### src/hdl/oale_pkg.sv
// Shared types, codes and defaults for the ordered array list engine.
`timescale 1ns / 1ps

package oale_pkg;

    localparam int CAPACITY_DEF = 16;

    localparam logic [1:0] OP_FIND   = 2'd0;
    localparam logic [1:0] OP_INSERT = 2'd1;
    localparam logic [1:0] OP_DELETE = 2'd2;

    localparam logic [2:0] ST_OK        = 3'd0;
    localparam logic [2:0] ST_FULL      = 3'd1;
    localparam logic [2:0] ST_BAD_INS   = 3'd2;
    localparam logic [2:0] ST_DEL_EMPTY = 3'd3;
    localparam logic [2:0] ST_NOT_FOUND = 3'd4;

    typedef struct packed {
        logic [1:0]         op;
        logic signed [31:0] value;
        logic [7:0]         position;
    } req_t;

    typedef struct packed {
        logic [2:0] status;
        logic [3:0] found_position;
        logic [4:0] entry_count;
    } rsp_t;

    typedef enum logic [2:0] {
        S_IDLE,
        S_CHECK,
        S_FIND,
        S_INSERT,
        S_DELETE,
        S_RESP
    } state_t;

    typedef struct packed {
        logic       load;
        logic       init;
        logic       step;
        logic       finish;
        logic       emit;
        logic [2:0] status;
    } cmd_t;

    typedef struct packed {
        logic [1:0] op;
        logic       full;
        logic       ins_bad;
        logic       del_bad;
        logic       more;
        logic       lag_vld;
        logic       hit;
    } sts_t;

endpackage

### src/hdl/oale_datapath.sv
// Datapath: element store, held count, walk pointer and result registers.
`timescale 1ns / 1ps

module oale_datapath import oale_pkg::*; #(
    parameter int CAPACITY = CAPACITY_DEF
) (
    input  logic aclk,
    input  logic aresetn,
    input  req_t s_data,
    input  cmd_t cmd,
    output sts_t sts,
    output rsp_t m_data
);

    localparam int CW = $clog2(CAPACITY + 1);
    localparam int AW = (CAPACITY > 1) ? $clog2(CAPACITY) : 1;
    localparam int XW = (CW > 8) ? CW : 8;

    logic [31:0]   mem [CAPACITY];
    logic [31:0]   rd_data_reg;
    req_t          req_reg;
    logic [CW-1:0] count_reg, count_next;
    logic [CW-1:0] w_reg, w_next;
    logic [CW-1:0] lag_reg, lag_next;
    logic          lag_vld_reg, lag_vld_next;
    logic [2:0]    res_status_reg;
    logic [3:0]    res_pos_reg;
    rsp_t          m_data_reg;

    logic [XW-1:0] cnt_x;
    logic [XW-1:0] pos_x;
    logic [CW-1:0] rd_ptr;
    logic [CW-1:0] w_adv;
    logic [AW-1:0] rd_addr;
    logic          more;
    logic          wr_en;
    logic [AW-1:0] wr_addr;
    logic [31:0]   wr_data;
    logic          fin_ok;

    assign cnt_x  = XW'(count_reg);
    assign pos_x  = XW'(req_reg.position);
    assign fin_ok = cmd.finish && (cmd.status == ST_OK);

    always_comb begin
        more   = 1'b0;
        rd_ptr = w_reg;
        w_adv  = w_reg;
        case (req_reg.op)
            OP_FIND: begin
                more   = (w_reg < count_reg);
                rd_ptr = w_reg;
                w_adv  = w_reg + 1'b1;
            end
            OP_INSERT: begin
                more   = (XW'(w_reg) > pos_x);
                rd_ptr = w_reg - 1'b1;
                w_adv  = (w_reg != '0) ? (w_reg - 1'b1) : w_reg;
            end
            OP_DELETE: begin
                more   = ((w_reg + 1'b1) < count_reg);
                rd_ptr = w_reg + 1'b1;
                w_adv  = w_reg + 1'b1;
            end
            default: begin
                more   = 1'b0;
            end
        endcase
    end

    assign rd_addr = rd_ptr[AW-1:0];

    always_comb begin
        wr_en   = 1'b0;
        wr_addr = lag_reg[AW-1:0];
        wr_data = rd_data_reg;
        if (cmd.step && lag_vld_reg && (req_reg.op != OP_FIND)) begin
            wr_en = 1'b1;
        end
        if (fin_ok && (req_reg.op == OP_INSERT)) begin
            wr_en   = 1'b1;
            wr_addr = AW'(req_reg.position);
            wr_data = $unsigned(req_reg.value);
        end
        if (fin_ok && (req_reg.op == OP_DELETE) && lag_vld_reg) begin
            wr_en = 1'b1;
        end
    end

    always_comb begin
        count_next   = count_reg;
        w_next       = w_reg;
        lag_next     = lag_reg;
        lag_vld_next = lag_vld_reg;
        if (cmd.init) begin
            lag_vld_next = 1'b0;
            case (req_reg.op)
                OP_INSERT: w_next = count_reg;
                OP_DELETE: w_next = CW'(req_reg.position);
                default:   w_next = '0;
            endcase
        end
        if (cmd.step) begin
            w_next       = w_adv;
            lag_next     = w_reg;
            lag_vld_next = more;
        end
        if (fin_ok && (req_reg.op == OP_INSERT)) begin
            count_next = count_reg + 1'b1;
        end
        if (fin_ok && (req_reg.op == OP_DELETE)) begin
            count_next = count_reg - 1'b1;
        end
        if (cmd.finish) begin
            lag_vld_next = 1'b0;
        end
    end

    always_ff @(posedge aclk) begin
        if (!aresetn) begin
            count_reg   <= '0;
            lag_vld_reg <= 1'b0;
        end else begin
            count_reg   <= count_next;
            lag_vld_reg <= lag_vld_next;
        end
    end

    always_ff @(posedge aclk) begin
        w_reg   <= w_next;
        lag_reg <= lag_next;
        if (cmd.load) begin
            req_reg <= s_data;
        end
        if (cmd.finish) begin
            res_status_reg <= cmd.status;
            res_pos_reg    <= (fin_ok && (req_reg.op == OP_FIND)) ? 4'(lag_reg) : 4'd0;
        end
        if (cmd.emit) begin
            m_data_reg.status         <= res_status_reg;
            m_data_reg.found_position <= res_pos_reg;
            m_data_reg.entry_count    <= 5'(count_reg);
        end
    end

    always_ff @(posedge aclk) begin
        rd_data_reg <= mem[rd_addr];
        if (wr_en) begin
            mem[wr_addr] <= wr_data;
        end
    end

    assign sts.op      = req_reg.op;
    assign sts.full    = (count_reg >= CW'(CAPACITY));
    assign sts.ins_bad = (pos_x > cnt_x);
    assign sts.del_bad = (pos_x >= cnt_x);
    assign sts.more    = more;
    assign sts.lag_vld = lag_vld_reg;
    assign sts.hit     = lag_vld_reg && (rd_data_reg == $unsigned(req_reg.value));
    assign m_data      = m_data_reg;

endmodule

### src/hdl/oale_ctrl.sv
// Controller: request sequencing state machine and channel handshakes.
`timescale 1ns / 1ps

module oale_ctrl import oale_pkg::*; (
    input  logic aclk,
    input  logic aresetn,
    input  logic s_valid,
    output logic s_ready,
    output logic m_valid,
    input  logic m_ready,
    input  sts_t sts,
    output cmd_t cmd
);

    state_t state_reg, state_next;
    logic   m_valid_reg, m_valid_next;

    always_ff @(posedge aclk) begin
        if (!aresetn) begin
            state_reg   <= S_IDLE;
            m_valid_reg <= 1'b0;
        end else begin
            state_reg   <= state_next;
            m_valid_reg <= m_valid_next;
        end
    end

    always_comb begin
        state_next   = state_reg;
        m_valid_next = m_valid_reg && !m_ready;
        cmd          = '0;
        cmd.status   = ST_OK;
        s_ready      = 1'b0;
        case (state_reg)
            S_IDLE: begin
                s_ready = 1'b1;
                if (s_valid) begin
                    cmd.load   = 1'b1;
                    state_next = S_CHECK;
                end
            end
            S_CHECK: begin
                case (sts.op)
                    OP_FIND: begin
                        cmd.init   = 1'b1;
                        state_next = S_FIND;
                    end
                    OP_INSERT: begin
                        if (sts.full) begin
                            cmd.finish = 1'b1;
                            cmd.status = ST_FULL;
                            state_next = S_RESP;
                        end else if (sts.ins_bad) begin
                            cmd.finish = 1'b1;
                            cmd.status = ST_BAD_INS;
                            state_next = S_RESP;
                        end else begin
                            cmd.init   = 1'b1;
                            state_next = S_INSERT;
                        end
                    end
                    OP_DELETE: begin
                        if (sts.del_bad) begin
                            cmd.finish = 1'b1;
                            cmd.status = ST_DEL_EMPTY;
                            state_next = S_RESP;
                        end else begin
                            cmd.init   = 1'b1;
                            state_next = S_DELETE;
                        end
                    end
                    default: begin
                        cmd.finish = 1'b1;
                        state_next = S_RESP;
                    end
                endcase
            end
            S_FIND: begin
                if (sts.hit) begin
                    cmd.finish = 1'b1;
                    state_next = S_RESP;
                end else if (!sts.more) begin
                    cmd.finish = 1'b1;
                    cmd.status = ST_NOT_FOUND;
                    state_next = S_RESP;
                end else begin
                    cmd.step = 1'b1;
                end
            end
            S_INSERT: begin
                if (!sts.more && !sts.lag_vld) begin
                    cmd.finish = 1'b1;
                    state_next = S_RESP;
                end else begin
                    cmd.step = 1'b1;
                end
            end
            S_DELETE: begin
                if (!sts.more) begin
                    cmd.finish = 1'b1;
                    state_next = S_RESP;
                end else begin
                    cmd.step = 1'b1;
                end
            end
            S_RESP: begin
                if (!m_valid_reg || m_ready) begin
                    cmd.emit     = 1'b1;
                    m_valid_next = 1'b1;
                    state_next   = S_IDLE;
                end
            end
            default: begin
                state_next = S_IDLE;
            end
        endcase
    end

    assign m_valid = m_valid_reg;

endmodule

### src/hdl/ordered_array_list_engine_unit.sv
// Top level of the ordered array list engine: controller plus datapath.
// One request at a time; s_ready is high only while idle.
// Find compares entries from the head until a hit or the end; insert shifts the entries
// at and above position up a slot; delete shifts those above it down; rejects do not walk.
// Next request waits for the emit; the store walk (one read, one write port) sets the pace.
// Reset clears the held count and handshake state; store contents are not cleared.
`timescale 1ns / 1ps

module ordered_array_list_engine_unit import oale_pkg::*; #(
    parameter int CAPACITY = CAPACITY_DEF
) (
    input  logic aclk,
    input  logic aresetn,
    input  logic s_valid,
    output logic s_ready,
    input  req_t s_data,
    output logic m_valid,
    input  logic m_ready,
    output rsp_t m_data
);

    cmd_t cmd;
    sts_t sts;

    oale_ctrl u_ctrl (
        .aclk    (aclk),
        .aresetn (aresetn),
        .s_valid (s_valid),
        .s_ready (s_ready),
        .m_valid (m_valid),
        .m_ready (m_ready),
        .sts     (sts),
        .cmd     (cmd)
    );

    oale_datapath #(
        .CAPACITY (CAPACITY)
    ) u_datapath (
        .aclk    (aclk),
        .aresetn (aresetn),
        .s_data  (s_data),
        .cmd     (cmd),
        .sts     (sts),
        .m_data  (m_data)
    );

    a_busy_after_accept: assert property (@(posedge aclk) disable iff (!aresetn)
        (s_valid && s_ready) |=> !s_ready)
        else $error("input accepted while a request is in progress");

    a_pos_only_on_ok: assert property (@(posedge aclk) disable iff (!aresetn)
        (m_valid && (m_data.status != ST_OK)) |-> (m_data.found_position == 4'd0))
        else $error("found position set on a failed request");

    a_count_bound: assert property (@(posedge aclk) disable iff (!aresetn)
        m_valid |-> (32'(m_data.entry_count) <= 32'(CAPACITY)))
        else $error("entry count above capacity");

    a_one_emit: assert property (@(posedge aclk) disable iff (!aresetn)
        cmd.emit |=> (m_valid && s_ready))
        else $error("result word not presented after emit");

endmodule
### config.mk
export PLATFORM = sky130hd
export DESIGN_NAME = ordered_array_list_engine_unit
export DESIGN_NICKNAME = d
export VERILOG_FILES = /design/src/hdl/oale_pkg.sv /design/src/hdl/oale_datapath.sv /design/src/hdl/oale_ctrl.sv /design/src/hdl/ordered_array_list_engine_unit.sv
export SDC_FILE = /design/constraint.sdc
export NUM_CORES = 1
export LEC_CHECK = 0
export BUFFER_PORTS_ARGS = -buffer_cell sky130_fd_sc_hd__clkbuf_2
export CORE_UTILIZATION = 40
export CTS_BUF_LIST = sky130_fd_sc_hd__clkbuf_4 sky130_fd_sc_hd__clkbuf_8 sky130_fd_sc_hd__clkbuf_16
export DETAILED_ROUTE_END_ITERATION = 7
export HOLD_SLACK_MARGIN = 0.08
export MAX_ROUTING_LAYER = met4
export PLACE_DENSITY = 0.62
export SYNTH_ARGS = -nofsm -noshare
export SYNTH_HDL_FRONTEND = slang
export SYNTH_SLANG_ARGS = --single-unit
### constraint.sdc
create_clock -name aclk -period 7.05 [get_ports aclk]
set_input_delay 0.705 -clock aclk [delete_from_list [all_inputs] [get_ports aclk]]
set_output_delay 0.705 -clock aclk [all_outputs]
set_load 0.005 [all_outputs]
Word-level counts from Yosys, hierarchy flattened
Memory sizes are Yosys's and may differ from the RTL's. A register that Yosys moved wholly into a read port is not among the register bits.
Index checks and enable logic that the tools add are counted.
Storage, ports and cells
  logic and storage cells: 124
  RAM bits: 512
  output and inout bits: 14
  memories kept: 1
  input port bits: 46
  register bits: 80
Memories
  u_datapath.mem: depth 16, bits a word 32, read ports 1, clocked after Yosys merged registers in 1, wr ports 1, RTL line oale_datapath.sv:19  | logic [31:0] mem [CAPACITY];
Operators by class
  reductions and logical operators: 26
  bitwise gates (word level): 1
  eq/ne operators: 13
  multiplexer cells: 59
  order comparisons: 6
  add/subtract/negate cells: 4
Operators with widths (count)
  == test 32 bit: 1
  two-way mux 32 bit: 1
  two-way mux 3 bit: 10
  two-way mux 1 bit: 28
  two-way mux 5 bit: 5
  case mux 5 bit (2 select lines): 2
  case mux 3 bit (6 select lines): 1
  case mux 1 bit (3 select lines): 4
  case mux 3 bit (2 select lines): 2
  adder 5 x 1 -> 5 bit, second input constant: 2
  logical AND 1 bit: 10
  < comparator 5 bit: 2
  subtractor 5 x 1 -> 5 bit, second input constant: 2
  case mux 3 bit (3 select lines): 1
  greater-or-equal comparator 8 x 5 -> 1 bit: 1
  greater-than comparator 5 x 8 -> 1 bit: 1
  greater-than comparator 8 x 5 -> 1 bit: 1
  case mux 4 bit (2 select lines): 1
  == test 3 x 2 -> 1 bit, second input constant: 2
  == test 3 bit, second input constant: 2
  logical NOT 3 bit: 2
  inequality test 3 bit, second input constant: 2
  AND reduction 3 bit: 2
  nonzero test 2 bit: 3
  15 further kinds: 21

Depth between registers and ports, before layout
Gate-level depths: netlist (run 1).
  depth in word-level cells: 14
  depth in mapped cells: 17
  mapped depth without buffers: 17

Hierarchy
Synthesis (run 1) repeated with hierarchy kept, for this count alone.
Second synthesis, totals
  cell total of the unflattened synthesis: 1253
  area, all modules: 24649.9 um^2
Modules (own cells, without submodules)
  oale_datapath: times used 1, area each 24145.7 um^2, sequential area each 18237.5 um^2, cells an instance 1181
  oale_ctrl: times used 1, area each 504.2 um^2, sequential area each 80.1 um^2, cells an instance 72

Worst setup path after synthesis (run 1)
No wires, ideal clock.
  path kind: register to register
  start: reg u_datapath.w_reg[1]
  end: mem u_datapath.mem[10][0] (enable)
  arrival time: 5515 ps
  buffers on the path: 2
  required time: 6578 ps
  library setup time: 472 ps
  period minus slack after synthesis: 5986 ps
  slack: 1064 ps
  cell stages (with the launch flop): 13
  path through: edfxtp_1 -> ha_1 -> nand3_1 -> xnor2_1 -> ha_1 -> a211oi_1 -> o21ai_1 -> a31oi_1 -> o31ai_1 -> a311o_1 -> buf_4 -> buf_6 -> o32ai_1
On the way
  word-level cells in the longest chain between the ends: 14
RTL lines
  start: declaration: RTL line oale_datapath.sv:23  | logic [CW-1:0] w_reg, w_next;
  start signal: assignment: RTL line oale_datapath.sv:130  | w_reg <= w_next;
  adder 5 x 1 -> 5 bit: RTL line oale_datapath.sv:61  | more = ((w_reg + 1'b1) < count_reg);
  < comparator 5 bit: RTL line oale_datapath.sv:61
  case mux 1 bit (3 select lines) *: RTL line oale_datapath.sv:49  | case (req_reg.op)
  logical NOT 1 bit
  logical AND 1 bit: RTL line oale_ctrl.sv:91  | if (!sts.more && !sts.lag_vld) begin
  two-way mux 1 bit: RTL line oale_ctrl.sv:91
  case mux 1 bit (3 select lines): RTL line oale_ctrl.sv:34  | case (state_reg)
  logical AND 1 bit (2 in series): RTL line oale_datapath.sv:77  | if (cmd.step && lag_vld_reg && (req_reg.op != OP_FIND)) begin
  two-way mux 1 bit: RTL line oale_datapath.sv:77
  two-way mux 1 bit: RTL line oale_datapath.sv:80  | if (fin_ok && (req_reg.op == OP_INSERT)) begin
  two-way mux 1 bit: RTL line oale_datapath.sv:85  | if (fin_ok && (req_reg.op == OP_DELETE) && lag_vld_reg) begin
  two-way mux 1 bit: RTL line oale_datapath.sv:148  | if (wr_en) begin
  two-way mux 1 bit (not written as such): RTL line oale_datapath.sv:149  | mem[wr_addr] <= wr_data;
  end: declaration: RTL line oale_datapath.sv:19
Every way passes the cells marked *; elsewhere a longest branch is shown, timed or not.

Worst setup path after layout (run 1)
  start: reg u_datapath.w_reg[1]
  end: mem u_datapath.mem[1][31] (enable)
Same word-level chain as after synthesis.

==> results of run 1 <==
==> metrics by stage <==
step                      power [mW]  area (um2)  setup WS, ns  utilization (%)
after floorplan                5.956       25050         1.064                -
after global placement         6.513       26620         1.522            43.05
after detailed placement       6.555       26620         1.377            43.05
after CTS                      9.964       28800         1.383            46.58
after global routing           10.24       28800         1.055            46.58
final                          9.861       28800         1.390            46.58
==> placed cells by master (no fill, tap or decap), drive strengths merged, types with 6 or more instances in the layout <==
| cell | Yosys | layout |
|---|---|---|
| a211oi | 36 | 36 |
| a21oi | 47 | 47 |
| and3 | 8 | 8 |
| buf | 26 | 25 |
| clkbuf | 36 | 142 |
| clkinv | 0 | 29 |
| dfxtp | 42 | 42 |
| edfxtp | 582 | 582 |
| ha | 28 | 28 |
| inv | 23 | 26 |
| mux2 | 32 | 32 |
| mux2i | 41 | 41 |
| mux4 | 128 | 128 |
| nand2 | 41 | 41 |
| nand3 | 14 | 14 |
| nor2 | 11 | 11 |
| nor2b | 41 | 41 |
| nor4 | 8 | 8 |
| o21a | 6 | 6 |
| o21ai | 26 | 26 |
| o22ai | 7 | 7 |
| o32ai | 7 | 7 |
| or3 | 6 | 6 |
| xnor2 | 13 | 13 |
| xor2 | 29 | 29 |
==> routing by layer <==
metal	track usage, %	wire length (um)	vias to the layer above
met2	28.00	26240	339
met4	5.437	1416	0
met5	-	0	-
li1	-	-	5496
met1	24.57	24380	6563
met3	3.059	2557	92
==> worst max-delay path by stage <==
| stage | end | slack, ns | depth (start not counted) |
|---|---|---|---|
| after global placement | u_datapath.mem[6][10] | 1.52 | 12 |
| after floorplan | u_datapath.mem[10][0] | 1.06 | 12 |
| after detailed placement | u_datapath.mem[6][10] | 1.38 | 12 |
| final | u_datapath.mem[1][31] | 1.39 | 12 |
| after global routing | u_datapath.mem[6][22] | 1.06 | 12 |
| after CTS | u_datapath.mem[6][17] | 1.38 | 12 |
==> final cells by class <==
| type | count | area share, % |
|---|---|---|
| clock buffers | 83 | 6.243 |
| clock inverters | 37 | 1.330 |
| inverters | 23 | 0.2998 |
| multi-input cells | 590 | 23.08 |
| flip-flops and latches | 624 | 63.61 |
| well taps | 837 | 3.637 |
| repair buffers | 84 | 1.807 |
==> report_power, final <==
| group | total [mW] | internal, mW | switching, mW |
|---|---|---|---|
| Clock | 3.41 | 1.96 | 1.45 |
| Sequential | 4.72 | 4.61 | 0.106 |
| Combinational | 1.73 | 0.655 | 1.08 |
==> kinds of logic after synthesis <==
family	count (synthesis)	synth area share (%)
and+or+nand+nor	152	3.246
muxes	201	14.88
xor gates and xnor gates	42	1.468
AOI/OAI and AO/OA	166	4.375
DFF	624	73.12
buffers and inverters	85	1.428
adders and majority gates	29	1.478
==> critical path, delay by kind of cell, from the launching register on <==
family / cells / cell delay (ns)
flip-flops: 1 / 0.59
adder cells (fa/ha/maj): 2 / 0.62
XOR/XNOR: 1 / 0.17
buffers and inverters: 1 / 0.35
AO/OA/AOI/OAI: 7 / 3.51
AND/OR/NAND/NOR: 1 / 0.14
==> run summary, run 1 <==
DRT
-----------------------------------------------------------------------------------------------
Remaining DRCs                                                                                0
Post-Route WL                                                                          54590 um
Drt initial violations                                                                     1129
Wire per inst                                                                          23.96 um
Total via count in the routed design                                                      12490
Number of iterations in the first detailed-routing pass                                       5
Mean number of vias per cell                                                              5.483
Antenna Nets Post-Route                                                                       0

SYNTHESIS
-----------------------------------------------------------------------------------------------
Sequential area share after synthesis                                                    73.12%
Number of register bits inferred by synthesis                                               624
Post-synthesis area per instance                                                      19.29 um2
Async set-or-reset flop fraction in the synthesized netlist                                  0%
Synth top area cells                                                               edfxtp_1 (70%), mux4_2 (12%), dfxtp_1 (3.4%)
Most numerous cell in the Yosys netlist                                                edfxtp_1
Most frequently used flop master after synthesis                                       edfxtp_1
Unique masters post-synth                                                                    57
Top post-synthesis cells by count                                                  edfxtp_1 (582), mux4_2 (128), a21oi_1 (47)
Count of yosys warnings during synthesis                                                      0
Post-synthesis instance area                                                          25050 um2
Post-Synthesis Cells                                                                       1299
Top cell type by total area after synthesis                                            edfxtp_1
EDFF count, synth                                                                           582
Syn_nets                                                                                   1374
Fraction of synthesized cell area taken by the top area cell type                        69.76%

GLOBAL ROUTING
-----------------------------------------------------------------------------------------------
Maximum number of pins on one net before global-route repair                                129
Global-route wire length before repair                                                 82770 um
Combined global-route utilization of all metal layers                                    18.07%
Grt ovf                                                                                       0
Initial antenna violation count                                                               0
Number of global-route vias before repair                                                 12900

SETUP PATH
-----------------------------------------------------------------------------------------------
Cells traversed along the worst timing path                                        ha_1 > nand3_1 > xnor2_1 > ha_1 > a211oi_1 > o21ai_1 > a31oi_1 > o31ai_1 > a311oi_2 > o2111ai_1 > o21ai_4 > buf_4
Worst setup SP type                                                                        flop
Capturing element type of the critical path                                                flop
Worst-path fanout max                                                                        22
Startpoint-to-endpoint class of the critical path                                    reg -> reg
Library cell appearing most often on the critical path                                     ha_1
Launch instance of the worst register-to-register path                             u_datapath.w_reg[1]
Origin of the worst setup path                                                     u_datapath.w_reg[1]
Standard cell with the maximum stage delay on the critical path                         o21ai_4
Arrival time of data at the critical path endpoint                                      5.96 ns
Worst reg2reg path endpoint                                                        u_datapath.mem[1][31]
Flop2flop setup slack                                                                   1.39 ns
Peak per-stage delay on the critical path                                               1.04 ns
Req. time, crit path                                                                    7.35 ns
Logic depth of the worst register-to-register path                                           12

CLOCKING
-----------------------------------------------------------------------------------------------
Clock H-tree levels                                                                           3
CTS tree                                                                                  built
Later-pin clock latency in the skew report                                              0.62 ns
Number of setup buffers added after CTS                                                       0
Post-CTS Hold Buffers                                                                         0
Clock input transition at the sequential cells of the worst setup and hold paths        0.06 ns
Quantity of gates resized following cts                                                       0
Clock root buffer master                                                              clkbuf_16
Buffers from clock root to sink, at most                                                      3
Number of buffers added by the clock tree synthesis step                                     66
Clock sink total                                                                            624

CELLS AND AREA
-----------------------------------------------------------------------------------------------
Max reg flops                                                                               512
Fillers                                                                                    5167
Share of cells above drive strength 1                                                    25.33%
# diodes                                                                                      0
Area of the multi-input gates                                                          6645 um2
Combined flip-flop and latch cell area                                                18320 um2
Cell Count, Final, Fillers Out                                                             2278
Net count, final                                                                           1464
Area delta synth->final                                                                  14.95%

HOLD PATH
-----------------------------------------------------------------------------------------------
Hold Path Cell Cnt                                                                            1
Destination of the worst hold path                                                 u_datapath.req_reg[16]
Min-Delay Startpoint                                                                 s_data[16]
Hold crit path type                                                                   in -> reg

PLACE
-----------------------------------------------------------------------------------------------
Number of buffer cells added on primary ports                                                59
Cells after DPL                                                                            2158
Half-perimeter wire length of the detailed placement result                            32460 um
Weighted congestion reported at the end of routability-driven placement                  0.8436

FLOORPLAN
-----------------------------------------------------------------------------------------------
Die Height                                                                             252.3 um
Number of top-level design ports                                                             60
Die boundary width                                                                     252.3 um
Placeable core region                                                                 61830 um2
Initial Utilization                                                                      40.52%
Rows                                                                                         91
Die area                                                                              63630 um2

TIMING
-----------------------------------------------------------------------------------------------
RSZ-0062 raised after global routing                                                      false
Final Hold Violating Endpoints                                                                0
Finish-stage setup viols                                                                      0
Setup_tns                                                                                  0 ns
Final critical-path share of the clock period                                            80.29%
Final-report max-slew violation count                                                         0
Minimum period implied by the final worst setup slack                                  5.660 ns
Maximum clock skew at final layout                                                   0.04056 ns
Max-slew headroom at the worst pin                                                       20.39%
Final hold slack                                                                      0.2644 ns
Worst-Margin Slew                                                                      1.194 ns
Achievable frequency                                                                  176.7 MHz

JOB
-----------------------------------------------------------------------------------------------
Count of maximum capacitance violations                                                       0

OUTCOME
-----------------------------------------------------------------------------------------------
Outcome                                                                            complete, no violations

POWER AND IR DROP
-----------------------------------------------------------------------------------------------
Cell Pwr Density                                                                   342.4 nW/um2
Max VDD drop                                                                        0.0002230 V
Static leakage                                                                         9.404 nW

(Power assumes the default switching activity.)
==> inputs of run 2 (changes only) <==
clock period = 5.75 ns   (was 7.05 ns; I/O delays follow)
==> run 2 against run 1 <==
  * Combinational power increased by 24%
  * Worst setup slack got worse by 1.0 ns
  * Clock skew decreased by 0.010 ns
  * Non-clock buffer count increased by 27
  * Fmax increased by 4.8%
  * Sequential share of layout area decreased by 0.54 points
  * Count of clock-buffer cells in the layout increased by 2
  * Critical path depth unchanged
  * Critical path type unchanged
==> run summary, run 2 (synthesis gave the netlist of run 1 again) <==
GLOBAL ROUTING
-----------------------------------------------------------------------------------------------
Combined global-route utilization of all metal layers                                    17.98%
Grt ovf                                                                                       0
Global-route wire length before repair                                                 81670 um
Initial antenna violation count                                                               2
Number of global-route vias before repair                                                 12950
Maximum number of pins on one net before global-route repair                                 97

CELLS AND AREA
-----------------------------------------------------------------------------------------------
Most frequent cells in the layout                                                  edfxtp_1 (582), mux4_2 (128), clkbuf_16 (62)
Final core utilization                                                                   46.98%
Net count, final                                                                           1486
Max reg flops                                                                               512
Fillers                                                                                    5106
Area of the multi-input gates                                                          6645 um2
Share of cells above drive strength 1                                                    25.79%
Combined flip-flop and latch cell area                                                18320 um2
Most frequent standard cell in the layout excluding fill and tap cells                 edfxtp_1
Area delta synth->final                                                                  15.93%
Final design instance area without fill                                               29040 um2

SETUP PATH
-----------------------------------------------------------------------------------------------
Startpoint-to-endpoint class of the critical path                                    reg -> reg
Flop2flop setup slack                                                                   0.35 ns
Logic depth of the worst register-to-register path                                           12
Worst-path fanout max                                                                        18
Worst setup SP type                                                                        flop
Req. time, crit path                                                                    6.08 ns
Cells traversed along the worst timing path                                        ha_1 > nand3_1 > xnor2_1 > ha_1 > a211oi_1 > o21ai_1 > a31oi_1 > nand3_1 > a31oi_1 > o2111ai_1 > o21ai_4 > buf_4
Worst reg2reg path endpoint                                                        u_datapath.mem[6][19]
Standard cell with the maximum stage delay on the critical path                         o21ai_4
Capturing element type of the critical path                                                flop
Launch instance of the worst register-to-register path                             u_datapath.w_reg[1]
Peak per-stage delay on the critical path                                               0.86 ns
Arrival time of data at the critical path endpoint                                      5.74 ns

TIMING
-----------------------------------------------------------------------------------------------
Final hold slack                                                                      0.1106 ns
Finish-stage setup viols                                                                      0
Worst-Margin Slew                                                                      1.151 ns
Max-slew headroom at the worst pin                                                       23.23%
Final critical-path share of the clock period                                            93.96%
RSZ-0062 raised after global routing                                                      false
Maximum clock skew at final layout                                                   0.03036 ns
Final Hold Violating Endpoints                                                                0
Final-report max-slew violation count                                                         0
Minimum period implied by the final worst setup slack                                  5.403 ns
Achievable frequency                                                                  185.1 MHz

DRT
-----------------------------------------------------------------------------------------------
Mean number of vias per cell                                                              5.451
Post-Route WL                                                                          54700 um
Antenna Nets Post-Route                                                                       0
Wire per inst                                                                          23.77 um
Total via count in the routed design                                                      12540
Drt initial violations                                                                     1033
Number of iterations in the first detailed-routing pass                                       8
Remaining DRCs                                                                                0

OUTCOME
-----------------------------------------------------------------------------------------------
Outcome                                                                            complete, no violations

CLOCKING
-----------------------------------------------------------------------------------------------
Quantity of gates resized following cts                                                       0
Number of setup buffers added after CTS                                                       0
Clock H-tree levels                                                                           2
Later-pin clock latency in the skew report                                              0.65 ns
Clock input transition at the sequential cells of the worst setup and hold paths        0.06 ns
Clock root buffer master                                                              clkbuf_16
Buffers from clock root to sink, at most                                                      3
Clock sink total                                                                            624
Number of buffers added by the clock tree synthesis step                                     61
CTS tree                                                                                  built

PLACE
-----------------------------------------------------------------------------------------------
Half-perimeter wire length of the detailed placement result                            32550 um
Weighted congestion reported at the end of routability-driven placement                  0.8446
Area of placed instances                                                              26780 um2
Number of buffer cells added on primary ports                                                59

HOLD PATH
-----------------------------------------------------------------------------------------------
Hold crit path type                                                                   in -> reg
Destination of the worst hold path                                                 u_datapath.req_reg[21]
Hold Path Cell Cnt                                                                            1
Min-Delay Startpoint                                                                 s_data[21]

POWER AND IR DROP
-----------------------------------------------------------------------------------------------
Design Power                                                                           12.05 mW
Cell Pwr Density                                                                   415.0 nW/um2
Static leakage                                                                         9.522 nW
Max VDD drop                                                                        0.0002877 V

FLOORPLAN
-----------------------------------------------------------------------------------------------
Die Height                                                                             252.3 um
Die boundary width                                                                     252.3 um
Die area                                                                              63630 um2
Placeable core region                                                                 61830 um2
Number of top-level design ports                                                             60
Initial Utilization                                                                      40.52%
Rows                                                                                         91

JOB
-----------------------------------------------------------------------------------------------
Count of maximum capacitance violations                                                       0

## run 2: timing repair
| action | 4_1_cts | 5_1_grt |
|---|---|---|
| endpoints found under the hold margin | 13 | 0 |
| setup endpoints to repair | 0 | 13 |
| hold buffers | 13 | 0 |
## run 2: worst max-delay path: cells and delay by family, from the launching register on
| kind | cells | cell delay, ns |
|---|---|---|
| buffers and inverters | 1 | 0.41 |
| xor gates and xnor gates | 1 | 0.18 |
| DFF | 1 | 0.58 |
| and+or+nand+nor | 2 | 0.40 |
| adders and majority gates | 2 | 0.63 |
| AOI/OAI and AO/OA | 6 | 2.88 |
## run 2: how the worst max path moves through the flow
stage / depth (start not counted) / startpoint / end
3_5_place_dp: 12 / u_datapath.w_reg[1] / u_datapath.mem[6][10]
6_report: 12 / u_datapath.w_reg[1] / u_datapath.mem[6][19]
4_1_cts: 13 / u_datapath.w_reg[1] / u_datapath.mem[6][0]
3_3_place_gp: 13 / u_datapath.w_reg[1] / u_datapath.mem[7][12]
2_1_floorplan: 12 / u_datapath.w_reg[1] / u_datapath.mem[10][0]
5_1_grt: 13 / u_datapath.w_reg[1] / u_datapath.mem[6][18]
## run 2: where the power goes
group	total (mW)	switching, mW	leakage [nW]	internal (mW)
sequential	5.78	0.128	5.61	5.65
combinational	2.15	1.30	2.87	0.845
clock	4.13	1.70	1.05	2.43
## run 2: area by class of cell
| type | instances | area share [%] |
|---|---|---|
| Inverter | 23 | 0.2973 |
| Tap cell | 837 | 3.606 |
| Sequential cell | 624 | 63.07 |
| Clock buffer | 85 | 6.109 |
| Antenna cell | 2 | 0.01723 |
| Clock inverter | 29 | 1.202 |
| Timing Repair Buffer | 111 | 2.818 |
| Multi-Input combinational cell | 590 | 22.88 |
## run 2: metal layers
metal | GRT usage (%) | wire length [um] | up-vias
met5 | - | 0 | -
met1 | 23.36 | 23560 | 6585
met2 | 29.32 | 27220 | 344
li1 | - | - | 5543
met4 | 5.074 | 1079 | 0
met3 | 2.925 | 2833 | 71
## run 2: metrics by stage
step,TNS [ns],cells,setup slack [ns]
after floorplan,-45.38,1299,-0.2364
after global placement,0,2172,0.6282
after detailed placement,0,2172,0.4157
after CTS,0,2299,0.3900
after global routing,0,2300,0.007808
final,0,2301,0.3471
==> inputs of run 3 (changes only) <==
REMOVE_ABC_BUFFERS = 1   (was default)
==> run 3 against run 2 <==
  * Register-to-register slack improved by 0.40 ns
  * Sequential cell count unchanged
  * Utilization hardly changed
  * Design area barely moved
  * Clock power is 5.6% higher
  * Clock skew is 0.011 ns lower
  * Final cell count fell by 0.39%
  * Fmax grew 7.9%
  * Critical path type unchanged
==> run summary, run 3 (synthesis gave the netlist of run 1 again) <==
TIMING
-----------------------------------------------------------------------------------------------
RSZ-0062 raised after global routing                                                      false
Final Hold Violating Endpoints                                                                0
Final critical-path share of the clock period                                            87.08%
Finish-stage setup viols                                                                      0
Achievable frequency                                                                  199.7 MHz
Setup_tns                                                                                  0 ns
Maximum clock skew at final layout                                                   0.01985 ns
Worst-Margin Slew                                                                      1.119 ns
Minimum period implied by the final worst setup slack                                  5.007 ns
Max-slew headroom at the worst pin                                                       25.10%
Final hold slack                                                                      0.1481 ns
Final-report max-slew violation count                                                         0

POWER AND IR DROP
-----------------------------------------------------------------------------------------------
Cell Pwr Density                                                                   420.1 nW/um2
Sw frac                                                                                  25.54%
Internal power                                                                         9.094 mW
Power share of the combinational group                                                    17.0%
Max VDD drop                                                                        0.0002907 V
Sequential share of power                                                                 47.3%
Static leakage                                                                         9.548 nW
Part of the total power dissipated in the clock network                                   35.7%
Switching power                                                                        3.119 mW

DRT
-----------------------------------------------------------------------------------------------
Remaining DRCs                                                                                0
Number of iterations in the first detailed-routing pass                                       5
Drt initial violations                                                                      983
Antenna Nets Post-Route                                                                       0
Wire per inst                                                                          24.23 um
Total via count in the routed design                                                      12620
Post-Route WL                                                                          55550 um
Mean number of vias per cell                                                              5.504

CLOCKING
-----------------------------------------------------------------------------------------------
Number of setup buffers added after CTS                                                       0
Clock H-tree levels                                                                           3
Post-CTS Hold Buffers                                                                         0
Buffers from clock root to sink, at most                                                      3
Quantity of gates resized following cts                                                       0
Number of buffers added by the clock tree synthesis step                                     67
Clock input transition at the sequential cells of the worst setup and hold paths        0.06 ns
CTS tree                                                                                  built
Clock root buffer master                                                              clkbuf_16
Later-pin clock latency in the skew report                                              0.61 ns
Clock sink total                                                                            624

FLOORPLAN
-----------------------------------------------------------------------------------------------
Die boundary width                                                                     252.3 um
Die Height                                                                             252.3 um
Die area                                                                              63630 um2
Number of top-level design ports                                                             60
Rows                                                                                         91
Initial Utilization                                                                      40.52%
Placeable core region                                                                 61830 um2

SETUP PATH
-----------------------------------------------------------------------------------------------
Req. time, crit path                                                                    6.05 ns
Logic depth of the worst register-to-register path                                           13
Worst setup SP type                                                                        flop
Arrival time of data at the critical path endpoint                                      5.31 ns
Worst-path fanout max                                                                        24
Capturing element type of the critical path                                                flop
Startpoint-to-endpoint class of the critical path                                    reg -> reg

CELLS AND AREA
-----------------------------------------------------------------------------------------------
Net count, final                                                                           1478
Final core utilization                                                                   47.02%
Area delta synth->final                                                                  16.04%
Max reg flops                                                                               512
# diodes                                                                                      0
Most frequent standard cell in the layout excluding fill and tap cells                 edfxtp_1
Share of cells above drive strength 1                                                    26.32%
Most frequent cells in the layout                                                  edfxtp_1 (582), mux4_2 (128), clkbuf_16 (69)
Final design instance area without fill                                               29070 um2

GLOBAL ROUTING
-----------------------------------------------------------------------------------------------
Combined global-route utilization of all metal layers                                    18.43%
Number of global-route vias before repair                                                 13130
Grt ovf                                                                                       0
Global-route wire length before repair                                                 83720 um
Initial antenna violation count                                                               0
Maximum number of pins on one net before global-route repair                                125

JOB
-----------------------------------------------------------------------------------------------
Count of maximum capacitance violations                                                       0

PLACE
-----------------------------------------------------------------------------------------------
Area of placed instances                                                              26810 um2
Half-perimeter wire length of the detailed placement result                            31160 um
Weighted congestion reported at the end of routability-driven placement                  0.8717
Number of buffer cells added on primary ports                                                59

OUTCOME
-----------------------------------------------------------------------------------------------
Outcome                                                                            complete, no violations

HOLD PATH
-----------------------------------------------------------------------------------------------
Hold Path Cell Cnt                                                                            1
Hold crit path type                                                                   in -> reg

==> run 3: changes by cell type in the layout (fill, tap and decap cells not counted), sizes merged <==
cell,change
inv,+3
clkinv,-1
buf,-1
clkinvlp,-2
bufinv,-1
diode,-2
dlygate4sd3,-13
clkbuf,+8
==> run 3: layout make-up <==
class | count | area (um2)
Clock inverter | 28 | 297.8
Inverter | 23 | 86.33
Multi-Input combinational cell | 590 | 6645
Sequential cell | 624 | 18320
Tap cell | 837 | 1047
Clock buffer | 93 | 1957
Fill cell | 5117 | 32760
Timing Repair Buffer | 97 | 718.2
==> run 3: path summary, 6_finish.rpt <==
path | from | to | slack [ns]
worst max-delay path | u_datapath.w_reg[1] | u_datapath.mem[7][8] | 0.74
worst min-delay path | s_data[23] | u_datapath.req_reg[23] | 0.15
worst max register to register | u_datapath.w_reg[1] | u_datapath.mem[7][8] | 0.74
worst min register to register | u_datapath.res_status_reg[2] | u_datapath.m_data[11] | 0.42
==> run 3: per-stage QoR <==
step	setup WS, ns	instances	power, mW
finish	0.7427	2292	12.21
CTS	0.7040	2292	12.34
detailed placement	0.7248	2171	7.975
global route	0.3606	2292	12.68
global placement	0.8023	2171	7.924
floorplan	-7.877	1237	7.612
==> run 3: power groups by stage <==
stage | Sequential [mW] | Clock (mW) | Combinational, mW
floorplan | 5.83 | 0 | 1.78
global placement | 5.86 | 0 | 2.06
detailed placement | 5.87 | 0 | 2.10
CTS | 5.78 | 4.45 | 2.11
global route | 5.80 | 4.61 | 2.27
finish | 5.78 | 4.36 | 2.08
==> run 3: critical path, cell delays in order (launching register included) <==
cell and delay [ns]:
edfxtp_1 0.58, ha_1 0.32, nand3_1 0.13, xnor2_1 0.17, ha_1 0.30, a211oi_1 0.25
o21ai_1 0.14, a31oi_1 0.20, buf_4 0.19, o21a_1 0.21, a311o_2 0.59, o2111ai_1 0.33
o21ai_4 0.95, buf_4 0.33
==> run 3: metal layers <==
| metal | wire (um) | global-route usage (%) | up-vias |
|---|---|---|---|
| li1 | - | - | 5536 |
| met1 | 24910 | 25.13 | 6651 |
| met2 | 26320 | 28.26 | 337 |
| met3 | 2758 | 3.306 | 92 |
| met4 | 1559 | 5.732 | 0 |
| met5 | 0 | - | - |
